<file path="src/rtl/core/efr_pkg.sv">
// ----------------------------------------------------------------------------
// efr_pkg
// Shared types, constants and the byte-wide crc-16 step for the escaped frame
// receiver.
// ----------------------------------------------------------------------------
package efr_pkg;

  localparam int unsigned MAX_FRAME = 1024;
  localparam int unsigned LEN_W     = 11;
  localparam int unsigned CNT_MIN_W = $clog2(MAX_FRAME + 1);
  // counter never narrower than the reported length field
  localparam int unsigned CNT_W     = (CNT_MIN_W > LEN_W) ? CNT_MIN_W : LEN_W;

  localparam logic [7:0]  ESC_BYTE  = 8'hE5;
  localparam logic [15:0] CRC16_GEN = 16'h1021;

  typedef enum logic [1:0] {
    MODE_NONE = 2'd0,
    MODE_FLAG = 2'd1,
    MODE_DATA = 2'd2
  } mode_t;

  typedef enum logic [1:0] {
    KIND_PAYLOAD = 2'd0,
    KIND_GOOD    = 2'd1,
    KIND_BAD     = 2'd2,
    KIND_DROP    = 2'd3
  } kind_t;

  typedef struct packed {
    kind_t             kind;
    logic [7:0]        data;
    logic [7:0]        frame_flag;
    logic [LEN_W-1:0]  frame_length;
  } result_t;

  // msb-first crc-16, polynomial 0x1021, one byte
  function automatic logic [15:0] crc_byte(input logic [15:0] crc, input logic [7:0] b);
    logic [15:0] r;
    r = crc ^ {b, 8'h00};
    for (int i = 0; i < 8; i++) begin
      if (r[15]) begin
        r = {r[14:0], 1'b0} ^ CRC16_GEN;
      end else begin
        r = {r[14:0], 1'b0};
      end
    end
    return r;
  endfunction

endpackage

</file>
<file path="src/rtl/core/efr_in_reg.sv">
// ----------------------------------------------------------------------------
// efr_in_reg
// Input register: captures one received byte and holds it until the decode
// stage can move it on.
// ----------------------------------------------------------------------------
module efr_in_reg import efr_pkg::*; (
  input  logic       clk,
  input  logic       rst_n,
  input  logic       in_valid,
  output logic       in_ready,
  input  logic [7:0] in_rx_byte,
  input  logic       advance,
  output logic       byte_valid,
  output logic [7:0] byte_data
);

  logic       valid_r;
  logic       valid_nxt;
  logic [7:0] byte_r;

  assign in_ready  = !valid_r || advance;
  assign valid_nxt = in_ready ? in_valid : valid_r;

  always_ff @(posedge clk) begin
    if (!rst_n) begin
      valid_r <= 1'b0;
    end else begin
      valid_r <= valid_nxt;
    end
  end

  always_ff @(posedge clk) begin
    if (in_ready && in_valid) begin
      byte_r <= in_rx_byte;
    end
  end

  assign byte_valid = valid_r;
  assign byte_data  = byte_r;

endmodule

</file>
<file path="src/rtl/core/efr_decode.sv">
// ----------------------------------------------------------------------------
// efr_decode
// Unstuffing, frame state, two-byte delay and crc. Updates its state and
// forms at most one result for each byte it consumes.
// ----------------------------------------------------------------------------
module efr_decode import efr_pkg::*; (
  input  logic       clk,
  input  logic       rst_n,
  input  logic       consume,
  input  logic [7:0] rx_byte,
  output logic       res_valid,
  output result_t    res
);

  logic             esc_r,   esc_nxt;
  mode_t            mode_r,  mode_nxt;
  logic [7:0]       flag_r,  flag_nxt;
  logic [CNT_W-1:0] count_r, count_nxt;
  logic [7:0]       near_r,  near_nxt;
  logic [7:0]       far_r,   far_nxt;
  logic [1:0]       prime_r, prime_nxt;
  logic [15:0]      crc_r,   crc_nxt;

  logic             is_esc;
  logic             boundary;
  logic             opening;
  logic             closing;
  logic [7:0]       c_eff;
  mode_t            mode_pre;
  logic [1:0]       prime_pre;
  logic [15:0]      crc_pre;
  logic [CNT_W-1:0] count_pre;
  logic [CNT_W-1:0] count_inc;
  logic             active;
  logic             emit_slot;
  logic             overflow;

  assign is_esc    = (rx_byte == ESC_BYTE);
  assign boundary  = !is_esc && esc_r && (rx_byte != 8'h00);
  assign opening   = boundary && rx_byte[7];
  assign closing   = boundary && (mode_r != MODE_NONE);
  assign c_eff     = (esc_r && rx_byte == 8'h00) ? ESC_BYTE : rx_byte;

  // state as seen after the boundary handling
  assign mode_pre  = boundary ? (opening ? MODE_FLAG : MODE_NONE) : mode_r;
  assign prime_pre = opening ? 2'd2 : prime_r;
  assign crc_pre   = opening ? 16'h0000 : crc_r;
  assign count_pre = opening ? '0 : count_r;
  assign count_inc = count_pre + CNT_W'(1);

  assign active    = !is_esc && (mode_pre != MODE_NONE);
  assign emit_slot = active && (prime_pre == 2'd0) && (mode_pre == MODE_DATA);
  assign overflow  = emit_slot && (count_pre >= CNT_W'(MAX_FRAME));

  // next frame mode
  always_comb begin
    priority if (is_esc) begin
      mode_nxt = mode_r;
    end else if (!active || prime_pre != 2'd0) begin
      mode_nxt = mode_pre;
    end else if (mode_pre == MODE_FLAG) begin
      mode_nxt = MODE_DATA;
    end else if (overflow) begin
      mode_nxt = MODE_NONE;
    end else begin
      mode_nxt = MODE_DATA;
    end
  end

  // datapath next values
  always_comb begin
    esc_nxt   = is_esc;
    flag_nxt  = opening ? rx_byte : flag_r;
    count_nxt = (emit_slot && !overflow) ? count_inc : count_pre;
    prime_nxt = (active && prime_pre != 2'd0) ? prime_pre - 2'd1 : prime_pre;
    crc_nxt   = active ? crc_byte(crc_pre, c_eff) : crc_pre;
    near_nxt  = active ? c_eff : near_r;
    far_nxt   = active ? near_r : far_r;
  end

  // result
  always_comb begin
    res_valid        = closing || emit_slot;
    res.kind         = KIND_PAYLOAD;
    res.data         = 8'h00;
    res.frame_flag   = flag_r;
    res.frame_length = count_pre[LEN_W-1:0];
    priority if (closing) begin
      res.kind         = (crc_r == 16'h0000) ? KIND_GOOD : KIND_BAD;
      res.frame_length = count_r[LEN_W-1:0];
    end else if (overflow) begin
      res.kind = KIND_DROP;
    end else if (emit_slot) begin
      res.data         = far_r;
      res.frame_length = count_inc[LEN_W-1:0];
    end else begin
      res.kind = KIND_PAYLOAD;
    end
  end

  always_ff @(posedge clk) begin
    if (!rst_n) begin
      esc_r   <= 1'b0;
      mode_r  <= MODE_NONE;
      flag_r  <= 8'h00;
      count_r <= '0;
      near_r  <= 8'h00;
      far_r   <= 8'h00;
      prime_r <= 2'd0;
      crc_r   <= 16'h0000;
    end else if (consume) begin
      esc_r   <= esc_nxt;
      mode_r  <= mode_nxt;
      flag_r  <= flag_nxt;
      count_r <= count_nxt;
      near_r  <= near_nxt;
      far_r   <= far_nxt;
      prime_r <= prime_nxt;
      crc_r   <= crc_nxt;
    end
  end

endmodule

</file>
<file path="src/rtl/core/efr_out_reg.sv">
// ----------------------------------------------------------------------------
// efr_out_reg
// Result register: holds one result until the downstream side takes it.
// ----------------------------------------------------------------------------
module efr_out_reg import efr_pkg::*; (
  input  logic    clk,
  input  logic    rst_n,
  input  logic    load,
  input  logic    res_valid,
  input  result_t res,
  input  logic    out_ready,
  output logic    out_valid,
  output result_t out_res,
  output logic    can_load
);

  logic    valid_r, valid_nxt;
  result_t res_r;

  assign can_load = !valid_r || out_ready;

  always_comb begin
    priority if (load) begin
      valid_nxt = res_valid;
    end else if (out_ready) begin
      valid_nxt = 1'b0;
    end else begin
      valid_nxt = valid_r;
    end
  end

  always_ff @(posedge clk) begin
    if (!rst_n) begin
      valid_r <= 1'b0;
    end else begin
      valid_r <= valid_nxt;
    end
  end

  always_ff @(posedge clk) begin
    if (load && res_valid) begin
      res_r <= res;
    end
  end

  assign out_valid = valid_r;
  assign out_res   = res_r;

endmodule

</file>
<file path="src/rtl/core/escaped_frame_receiver_crc.sv">
// ----------------------------------------------------------------------------
// escaped_frame_receiver_crc
// Byte-stuffed frame receiver with crc-16 check (poly 0x1021, init 0).
//
// Input channel in_valid/in_ready/in_rx_byte carries raw line bytes, one
// request per byte. 0xE5 escapes the next byte: escape then 0x00 is a literal
// 0xE5, escape then 0xE5 is again an escape, escape then any other byte is
// a frame boundary that closes an open frame (good/bad crc result) and, for
// bytes 0x80 and up, opens a new frame with that byte as flag. Result channel
// out_valid/out_ready carries kind, data, frame_flag and frame_length;
// payload bytes come out two bytes late, so the trailing crc is never
// emitted. Bytes that give no result are absorbed silently.
// Path: an accepted byte waits in the input register and is then decoded
// into the result register, from which its result can be taken.
// Throughput: one byte per cycle; the decode stage consumes a byte whenever
// the result register is empty or being drained in the same cycle.
// Reset (synchronous, active low) empties both registers, closes any frame
// and clears the crc and delay. When the receiver holds out_ready low the
// result register stays full, the input register fills and in_ready falls.
// ----------------------------------------------------------------------------
module escaped_frame_receiver_crc import efr_pkg::*; (
  input  logic             clk,
  input  logic             rst_n,
  input  logic             in_valid,
  output logic             in_ready,
  input  logic [7:0]       in_rx_byte,
  output logic             out_valid,
  input  logic             out_ready,
  output logic [1:0]       out_kind,
  output logic [7:0]       out_data,
  output logic [7:0]       out_frame_flag,
  output logic [LEN_W-1:0] out_frame_length
);

  logic       byte_valid;
  logic [7:0] byte_data;
  logic       can_load;
  logic       advance;
  logic       res_valid;
  result_t    res;
  result_t    out_res;

  assign advance = byte_valid && can_load;

  efr_in_reg u_in_reg (
    .clk        (clk),
    .rst_n      (rst_n),
    .in_valid   (in_valid),
    .in_ready   (in_ready),
    .in_rx_byte (in_rx_byte),
    .advance    (advance),
    .byte_valid (byte_valid),
    .byte_data  (byte_data)
  );

  efr_decode u_decode (
    .clk       (clk),
    .rst_n     (rst_n),
    .consume   (advance),
    .rx_byte   (byte_data),
    .res_valid (res_valid),
    .res       (res)
  );

  efr_out_reg u_out_reg (
    .clk       (clk),
    .rst_n     (rst_n),
    .load      (advance),
    .res_valid (res_valid),
    .res       (res),
    .out_ready (out_ready),
    .out_valid (out_valid),
    .out_res   (out_res),
    .can_load  (can_load)
  );

  assign out_kind         = out_res.kind;
  assign out_data         = out_res.data;
  assign out_frame_flag   = out_res.frame_flag;
  assign out_frame_length = out_res.frame_length;

endmodule
</file>
<file path="config.mk">
export PLATFORM = sky130hd
export DESIGN_NAME = escaped_frame_receiver_crc
export DESIGN_NICKNAME = d
export VERILOG_FILES = /design/src/rtl/core/efr_pkg.sv /design/src/rtl/core/efr_in_reg.sv /design/src/rtl/core/efr_decode.sv /design/src/rtl/core/efr_out_reg.sv /design/src/rtl/core/escaped_frame_receiver_crc.sv
export SDC_FILE = /design/constraint.sdc
export NUM_CORES = 1
export LEC_CHECK = 0
export ABC_AREA = 0
export ABC_CLOCK_PERIOD_IN_PS = 5400
export BUFFER_PORTS_ARGS = -buffer_cell sky130_fd_sc_hd__buf_2
export CORE_MARGIN = 2
export CORE_UTILIZATION = 59
export DETAILED_ROUTE_END_ITERATION = 8
export PLACE_DENSITY = 0.8
export SLEW_MARGIN = 25
export SYNTH_ARGS = -nofsm -noshare
export SYNTH_HDL_FRONTEND = slang
export SYNTH_SLANG_ARGS = --single-unit
</file>
<file path="constraint.sdc">
create_clock -name clk -period 5.4 [get_ports clk]
set_input_delay 0.27 -clock clk [delete_from_list [all_inputs] [get_ports clk]]
set_output_delay 0.27 -clock clk [all_outputs]
set_load 0.005 [all_outputs]
</file>
==> impl_metrics.env, run 1 <==
export IMPL_p_seq_share_pct=58.6
export IMPL_worst_pin_slew_ps=854.1
export IMPL_slowest_delay_ps=640
export IMPL_synthDistinctLibCells=59
export IMPL_core_area_sq_um=7214
export IMPL_worstSetupPathDepth=10
export IMPL_synth_edf_count=37
export IMPL_critPathBufInv=0
export IMPL_peakVddDrop_v=0.0001475
export IMPL_crit_chain="nor3_2, a31o_2, and2_1, ha_1, nand2b_1, a311oi_1, nand2_1, nor3_1, a21oi_1, o22a_1"
export IMPL_intPower_mw=0.9764
export IMPL_synthCells=467
export IMPL_synth_main_ff_cell="dfxtp_1"
export IMPL_dp_hpwl_microns=6487
export IMPL_required_ps=5520
export IMPL_postCtsSetupBuffers=0
export IMPL_drt_pass1_iter_count=5
export IMPL_pwr_share_clk_pct=36.6
export IMPL_final_seq_area_sq_um=2272
export IMPL_dpl_worst_slack_ps=1933
export IMPL_yosys_warnings=0
export IMPL_grt_pass1_vias=3306
export IMPL_cts_made_buffers=9
export IMPL_die_width_microns=89.87
export IMPL_antenna_cells=0
export IMPL_status="completed"
export IMPL_p_total_mw=1.295
export IMPL_ys_ff_latch=95
export IMPL_finalCriticalPeriod_ps=3537
export IMPL_cap_violations=0
export IMPL_r2r_start="u_in_reg.byte_data[4]"
export IMPL_stdcell_area_sq_um=4811
export IMPL_grt_max_degree=42
export IMPL_r2r_end="u_out_reg.out_res[8]"
export IMPL_syn_area_per_cell_sq_um=9.316
export IMPL_dieHeight_microns=89.87
export IMPL_first_iter_violations=292
export IMPL_clock_sink_count=95
export IMPL_dieArea_sq_um=8077
export IMPL_synth_fp_nets=481
export IMPL_htree_num_levels=3
export IMPL_synth_async_reset_ratio_pct=0
export IMPL_fin_nets=511
export IMPL_placementRows=31
export IMPL_ioPinCount=43
export IMPL_grt_usage_pct=24.09
export IMPL_setup_worst_path_start="u_in_reg.byte_data[4]"
export IMPL_drive_gt1_share_pct=14.74
export IMPL_tns_ps=0
export IMPL_critPathCaptureType="flop"
export IMPL_slowest_stage="a31o_2"
export IMPL_critPathKind="reg -> reg"
export IMPL_cts_root_buf="clkbuf_8"
export IMPL_max_slew_margin_pct=43.06
export IMPL_area_growth_pct=10.58
export IMPL_synth_area_sq_um=4350
export IMPL_reg2reg_slack_ps=1860
export IMPL_multi_input_area_sq_um=1946
export IMPL_setup_viol=0
export IMPL_drtAntennaViolNets=0
export IMPL_cp_arrival_ps=3660
export IMPL_grt_ovfl_total=0
export IMPL_p_comb_share_pct=4.8
export IMPL_cts_reportedPaths_clkPinSlew_ps=100
export IMPL_switchingPower_mw=0.3182
export IMPL_fin_hold_ws_ps=82.65
export IMPL_final_hold_viol_count=0
export IMPL_rsz0062_at_grt="false"
export IMPL_postCtsHoldBufs=0
export IMPL_vias=3530
export IMPL_endpoint="u_out_reg.out_res[8]"
export IMPL_antenna_found_initial=0
export IMPL_hold_class="in -> reg"
export IMPL_gp_congestion=0.9350
export IMPL_fin_ws_ps=1863
export IMPL_grt_pass1_wl_microns=15880
export IMPL_drv_slew=0
export IMPL_cp_max_fo=29
export IMPL_place_area_sq_um=4604
export IMPL_drc_errors=0
export IMPL_p_leak_nw=1.539
export IMPL_fill_cells=601
export IMPL_initial_core_util_pct=60.30
export IMPL_vias_per_cell=5.874
export IMPL_post_route_period_util_pct=65.49
export IMPL_worst_setup_path_start_kind="flop"
export IMPL_wire_per_inst_microns=15.58
export IMPL_tritoncts="built"
export IMPL_netSwitchingFraction_pct=24.58
export IMPL_cts_buffer_depth=2
export IMPL_portBuffers=42
export IMPL_powerDensity_nw_per_um2=269.1
export IMPL_cts_resized=0
export IMPL_r2r_cells=10
export IMPL_crit_family="simple AND/OR/NAND/NOR gates"
export IMPL_timing_fmax_mhz=282.8
export IMPL_clock_skew_ps=13.06
export IMPL_synth_seq_area_share_pct=52.23
export IMPL_drt_total_wl_microns=9366
export IMPL_clkLatencyLatePin_ps=360
## area by class of cell
type / count / share of cell area (%)
Clock inverter: 6 / 1.196
Timing Repair Buffer: 47 / 5.150
Clock buffer: 10 / 3.095
Sequential cell: 95 / 47.23
Inverter: 4 / 0.3121
Multi-Input combinational cell: 340 / 40.44
Tap cell: 99 / 2.575
## cells by family (layout without fill, tap and decap cells)
kind of cell / after synthesis / in the layout / synth area share (%)
AND/OR/NAND/NOR: 193 / 193 / 21.11
flip-flops: 95 / 95 / 52.23
buffers and inverters: 32 / 67 / 3.192
adder cells (fa/ha/maj): 2 / 2 / 0.5751
multiplexers: 4 / 4 / 0.9204
AO/OA/AOI/OAI: 113 / 113 / 16.34
XOR/XNOR: 28 / 28 / 5.637
## state kept, by name, indices dropped and copies added (netlist names)
register / count
u_in_reg.byte_valid: 1
u_decode.crc_r: 16
u_decode.mode_r: 2
u_decode.near_r: 8
u_out_reg.out_valid: 1
u_decode.far_r: 8
u_decode.prime_r: 2
u_in_reg.byte_data: 8
u_decode.esc_r: 1
u_out_reg.out_res: 29
u_decode.flag_r: 8
u_decode.count_r: 11
## how the worst min path moves through the flow
stage | start | end | slack [ps] | cells past startpoint
after floorplan | in_rx_byte[0] | u_in_reg.byte_data[0] | 370 | 0
after global placement | u_decode.flag_r[1] | u_out_reg.out_res[12] | 420 | 0
after detailed placement | u_decode.flag_r[5] | u_out_reg.out_res[16] | 410 | 0
after CTS | in_rx_byte[2] | u_in_reg.byte_data[2] | 80 | 1
after global routing | in_rx_byte[3] | u_in_reg.byte_data[3] | 70 | 1
final | in_rx_byte[2] | u_in_reg.byte_data[2] | 80 | 1
## cell usage after synthesis, drive strengths merged (2+ instances only)
library cell  number  area (sq um)
inv                4         15.01
nor2              42         157.7
edfxtp            37          1111
a41oi              2         17.52
or2                3         18.77
and2              12         75.07
o22a               2         17.52
nand2             78         292.8
a211oi             7         52.55
nor2b              5         31.28
a21oi             47         235.2
ha                 2         25.02
a311oi             2         17.52
nor4               6         43.79
o31ai              6         58.81
or4                3         26.27
nand2b             3         18.77
xnor2             18         157.7
xor2              10         87.58
and3               3         18.77
o311ai             2         17.52
buf               11         60.05
clkbuf            17         63.81
o21a               3         22.52
nand4              3         18.77
mux2i              4         40.04
dfxtp             58          1161
a31oi             10         62.56
nand3b             3         22.52
nand3             11         60.06
and4               2         17.52
o21ai             19         95.09
a31o               2         17.52
or3                4         25.02
nor3              12         65.06
## per-stage QoR
| step | instances | utilization [%] |
|---|---|---|
| final | 601 | 66.68 |
| after global routing | 601 | 66.68 |
| after CTS | 601 | 66.68 |
| after detailed placement | 585 | 63.82 |
| after global placement | 585 | 63.82 |
| after floorplan | 467 | - |
## metal layers
layer	share of wire [%]	up-vias	GRT usage, %
met5	0	-	0
met4	2.1	0	7.564
met3	6.1	17	4.694
met2	46	127	39.08
met1	45	1665	32.98
li1	-	1721	-
## power groups by stage
stage,registers (mW),clock network [mW],logic (mW)
floorplan,0.770,0,0.0489
global placement,0.774,0,0.0606
detailed placement,0.775,0,0.0611
CTS,0.759,0.477,0.0614
global route,0.760,0.509,0.0678
finish,0.759,0.474,0.0619
## cells in the final DEF (no fill, tap or decap), drive strengths merged, types with 2 or more instances in the layout
| cell | netlist | layout |
|---|---|---|
| nand4 | 3 | 3 |
| dfxtp | 58 | 58 |
| nor3 | 12 | 12 |
| a21oi | 47 | 47 |
| or4 | 3 | 3 |
| and4 | 2 | 2 |
| o22a | 2 | 2 |
| nor2 | 42 | 42 |
| nor2b | 5 | 5 |
| nor4 | 6 | 6 |
| or3 | 4 | 4 |
| nand3b | 3 | 3 |
| o21ai | 19 | 19 |
| mux2i | 4 | 4 |
| and2 | 12 | 12 |
| xor2 | 10 | 10 |
| xnor2 | 18 | 18 |
| a31o | 2 | 2 |
| a311oi | 2 | 2 |
| o311ai | 2 | 2 |
| nand2b | 3 | 3 |
| a211oi | 7 | 7 |
| buf | 11 | 47 |
| nand3 | 11 | 11 |
| ha | 2 | 2 |
| a31oi | 10 | 10 |
| o21a | 3 | 3 |
| or2 | 3 | 3 |
| inv | 4 | 9 |
| edfxtp | 37 | 37 |
| and3 | 3 | 3 |
| clkbuf | 17 | 10 |
| o31ai | 6 | 6 |
| nand2 | 78 | 78 |
| a41oi | 2 | 2 |
(Power assumes the default switching activity.)
==> inputs of run 2 (changes only) <==
ABC_CLOCK_PERIOD_IN_PS = 3500   (was 5400)
clock period = 3.5 ns   (was 5.4 ns; I/O delays follow)
==> run 2 against run 1 <==
Against the previous run: via count rose by 0.37%; die area did not move; sequential power is 54% higher; utilization is 2.1 points higher; critical path depth is the same; critical endpoint unchanged; register-to-register slack worse by 1600 ps; worst hold slack worse by 58 ps; first-iteration DRC count down 20%; non-clock buffer count grew 14; flip-flop and latch count unchanged; final area grew 3.1%.
==> impl_metrics.env, run 2 (synthesized netlist as in run 1, its figures left out) <==
export IMPL_powerDensity_nw_per_um2=410.2
export IMPL_dieHeight_microns=89.87
export IMPL_max_slew_margin_pct=57.39
export IMPL_tns_ps=0
export IMPL_required_ps=3630
export IMPL_status="completed"
export IMPL_largest_reg_flops=29
export IMPL_drt_total_wl_microns=9279
export IMPL_crit_family="simple AND/OR/NAND/NOR gates"
export IMPL_area_growth_pct=14.01
export IMPL_setup_viol=0
export IMPL_slowest_stage="edfxtp_1"
export IMPL_drc_errors=0
export IMPL_final_cell_mix="78 x nand2_1, 58 x dfxtp_1, 46 x a21oi_1"
export IMPL_clock_sink_count=95
export IMPL_finalCriticalPeriod_ps=3208
export IMPL_reg2reg_slack_ps=290
export IMPL_critPathBufInv=0
export IMPL_clkLatencyLatePin_ps=360
export IMPL_intPower_mw=1.543
export IMPL_crit_chain="and4_1, a31o_2, and2_1, ha_1, nand2b_1, a311oi_1, nand2_1, nor3_1, a21oi_1, o22a_1"
export IMPL_tritoncts="built"
export IMPL_portBuffers=42
export IMPL_vias=3543
export IMPL_final_hold_viol_count=0
export IMPL_ioPinCount=43
export IMPL_p_comb_share_pct=5.4
export IMPL_grt_max_degree=43
export IMPL_cts_made_buffers=9
export IMPL_initial_core_util_pct=60.30
export IMPL_dieArea_sq_um=8077
export IMPL_fill_cells=590
export IMPL_worst_setup_path_start_kind="flop"
export IMPL_grt_pass1_wl_microns=15850
export IMPL_wire_per_inst_microns=15.09
export IMPL_postCtsSetupBuffers=0
export IMPL_dp_hpwl_microns=6382
export IMPL_timing_fmax_mhz=311.7
export IMPL_drv_slew=0
export IMPL_whs_endpoint="u_in_reg.byte_data[6]"
export IMPL_cp_max_fo=16
export IMPL_die_width_microns=89.87
export IMPL_worstSetupPathDepth=10
export IMPL_grt_pass1_vias=3265
export IMPL_cts_buffer_depth=2
export IMPL_final_util_pct=68.75
export IMPL_worst_pin_slew_ps=637.8
export IMPL_core_area_sq_um=7214
export IMPL_r2r_start="u_in_reg.byte_data[0]"
export IMPL_grt_ovfl_total=0
export IMPL_antenna_found_initial=0
export IMPL_r2r_end="u_out_reg.out_res[8]"
export IMPL_vias_per_cell=5.761
export IMPL_hold_depth=1
export IMPL_cp_arrival_ps=3330
export IMPL_critPathCaptureType="flop"
export IMPL_clock_skew_ps=14.43
export IMPL_rsz0062_at_grt="false"
export IMPL_r2r_cells=10
export IMPL_gp_congestion=0.8663
export IMPL_p_leak_nw=1.604
export IMPL_grt_usage_pct=24.20
export IMPL_hold_class="in -> reg"
export IMPL_htree_num_levels=3
export IMPL_pwr_share_clk_pct=37.2
export IMPL_drive_gt1_share_pct=15.70
export IMPL_critPathKind="reg -> reg"
export IMPL_cts_root_buf="clkbuf_8"
export IMPL_slowest_delay_ps=490
export IMPL_p_seq_share_pct=57.4
export IMPL_first_iter_violations=234
export IMPL_netSwitchingFraction_pct=24.18
export IMPL_placementRows=31
export IMPL_final_common_cell="nand2_1"
export IMPL_drtAntennaViolNets=0
export IMPL_antenna_cells=0
export IMPL_peakVddDrop_v=0.0002406
export IMPL_post_route_period_util_pct=91.67
export IMPL_cts_reportedPaths_clkPinSlew_ps=100
export IMPL_switchingPower_mw=0.4919
export IMPL_drt_pass1_iter_count=5
export IMPL_hold_start="in_rx_byte[6]"
export IMPL_cap_violations=0
export IMPL_fin_nets=525
run 2: repair_timing:
action                                 4_1_cts  5_1_grt
hold buffers                                 7        0
gates resized for setup                      0        0
endpoints found under the hold margin        7        0
run 2: stage by stage:
step / setup WS, ps / instance area, sq um / total power, mW / hold slack [ps] / std cells
2_1_floorplan: 231.0 / 4362 / 1.263 / 273.9 / 467
3_3_place_gp: 451.0 / 4677 / 1.292 / 353.9 / 592
3_5_place_dp: 325.6 / 4677 / 1.296 / 353.9 / 592
4_1_cts: 311.0 / 4960 / 2.038 / 5.048 / 615
5_1_grt: 36.36 / 4960 / 2.097 / 6.315 / 615
6_report: 291.6 / 4960 / 2.035 / 24.76 / 615
run 2: worst max-delay path by stage:
stage	startpoint	end	slack, ps
floorplan	u_in_reg.byte_data[1]	u_out_reg.out_res[8]	230
global placement	u_in_reg.byte_data[6]	u_out_reg.out_res[8]	450
detailed placement	u_in_reg.byte_data[6]	u_out_reg.out_res[8]	330
CTS	u_in_reg.byte_data[0]	u_out_reg.out_res[8]	310
global route	u_in_reg.byte_data[6]	u_out_reg.out_res[8]	40
finish	u_in_reg.byte_data[0]	u_out_reg.out_res[8]	290
run 2: area by class of cell:
cell class                 count  area, sq um  area share, %
sequential                    95         2272          45.81
multi-input combinational    340         1953          39.38
timing repair buffer          61        382.9          7.719
clock buffer                   9        123.9          2.497
tap                           99        123.9          2.497
clock inverter                 7        88.84          1.791
inverter                       4        15.01         0.3027
run 2: layer usage:
metal	vias up	wire (microns)	global-route usage (%)
met1	1670	4444	34.97
met4	0	151	8.333
li1	1750	-	-
met3	9	459	4.023
met5	-	0	0
met2	114	4223	37.25
run 2: power by group through the flow:
stage	Sequential [mW]	Combinational (mW)	Clock, mW
after global routing	1.17	0.120	0.807
final	1.17	0.110	0.757
after floorplan	1.19	0.0759	0
after CTS	1.17	0.110	0.762
after detailed placement	1.19	0.103	0
after global placement	1.19	0.101	0
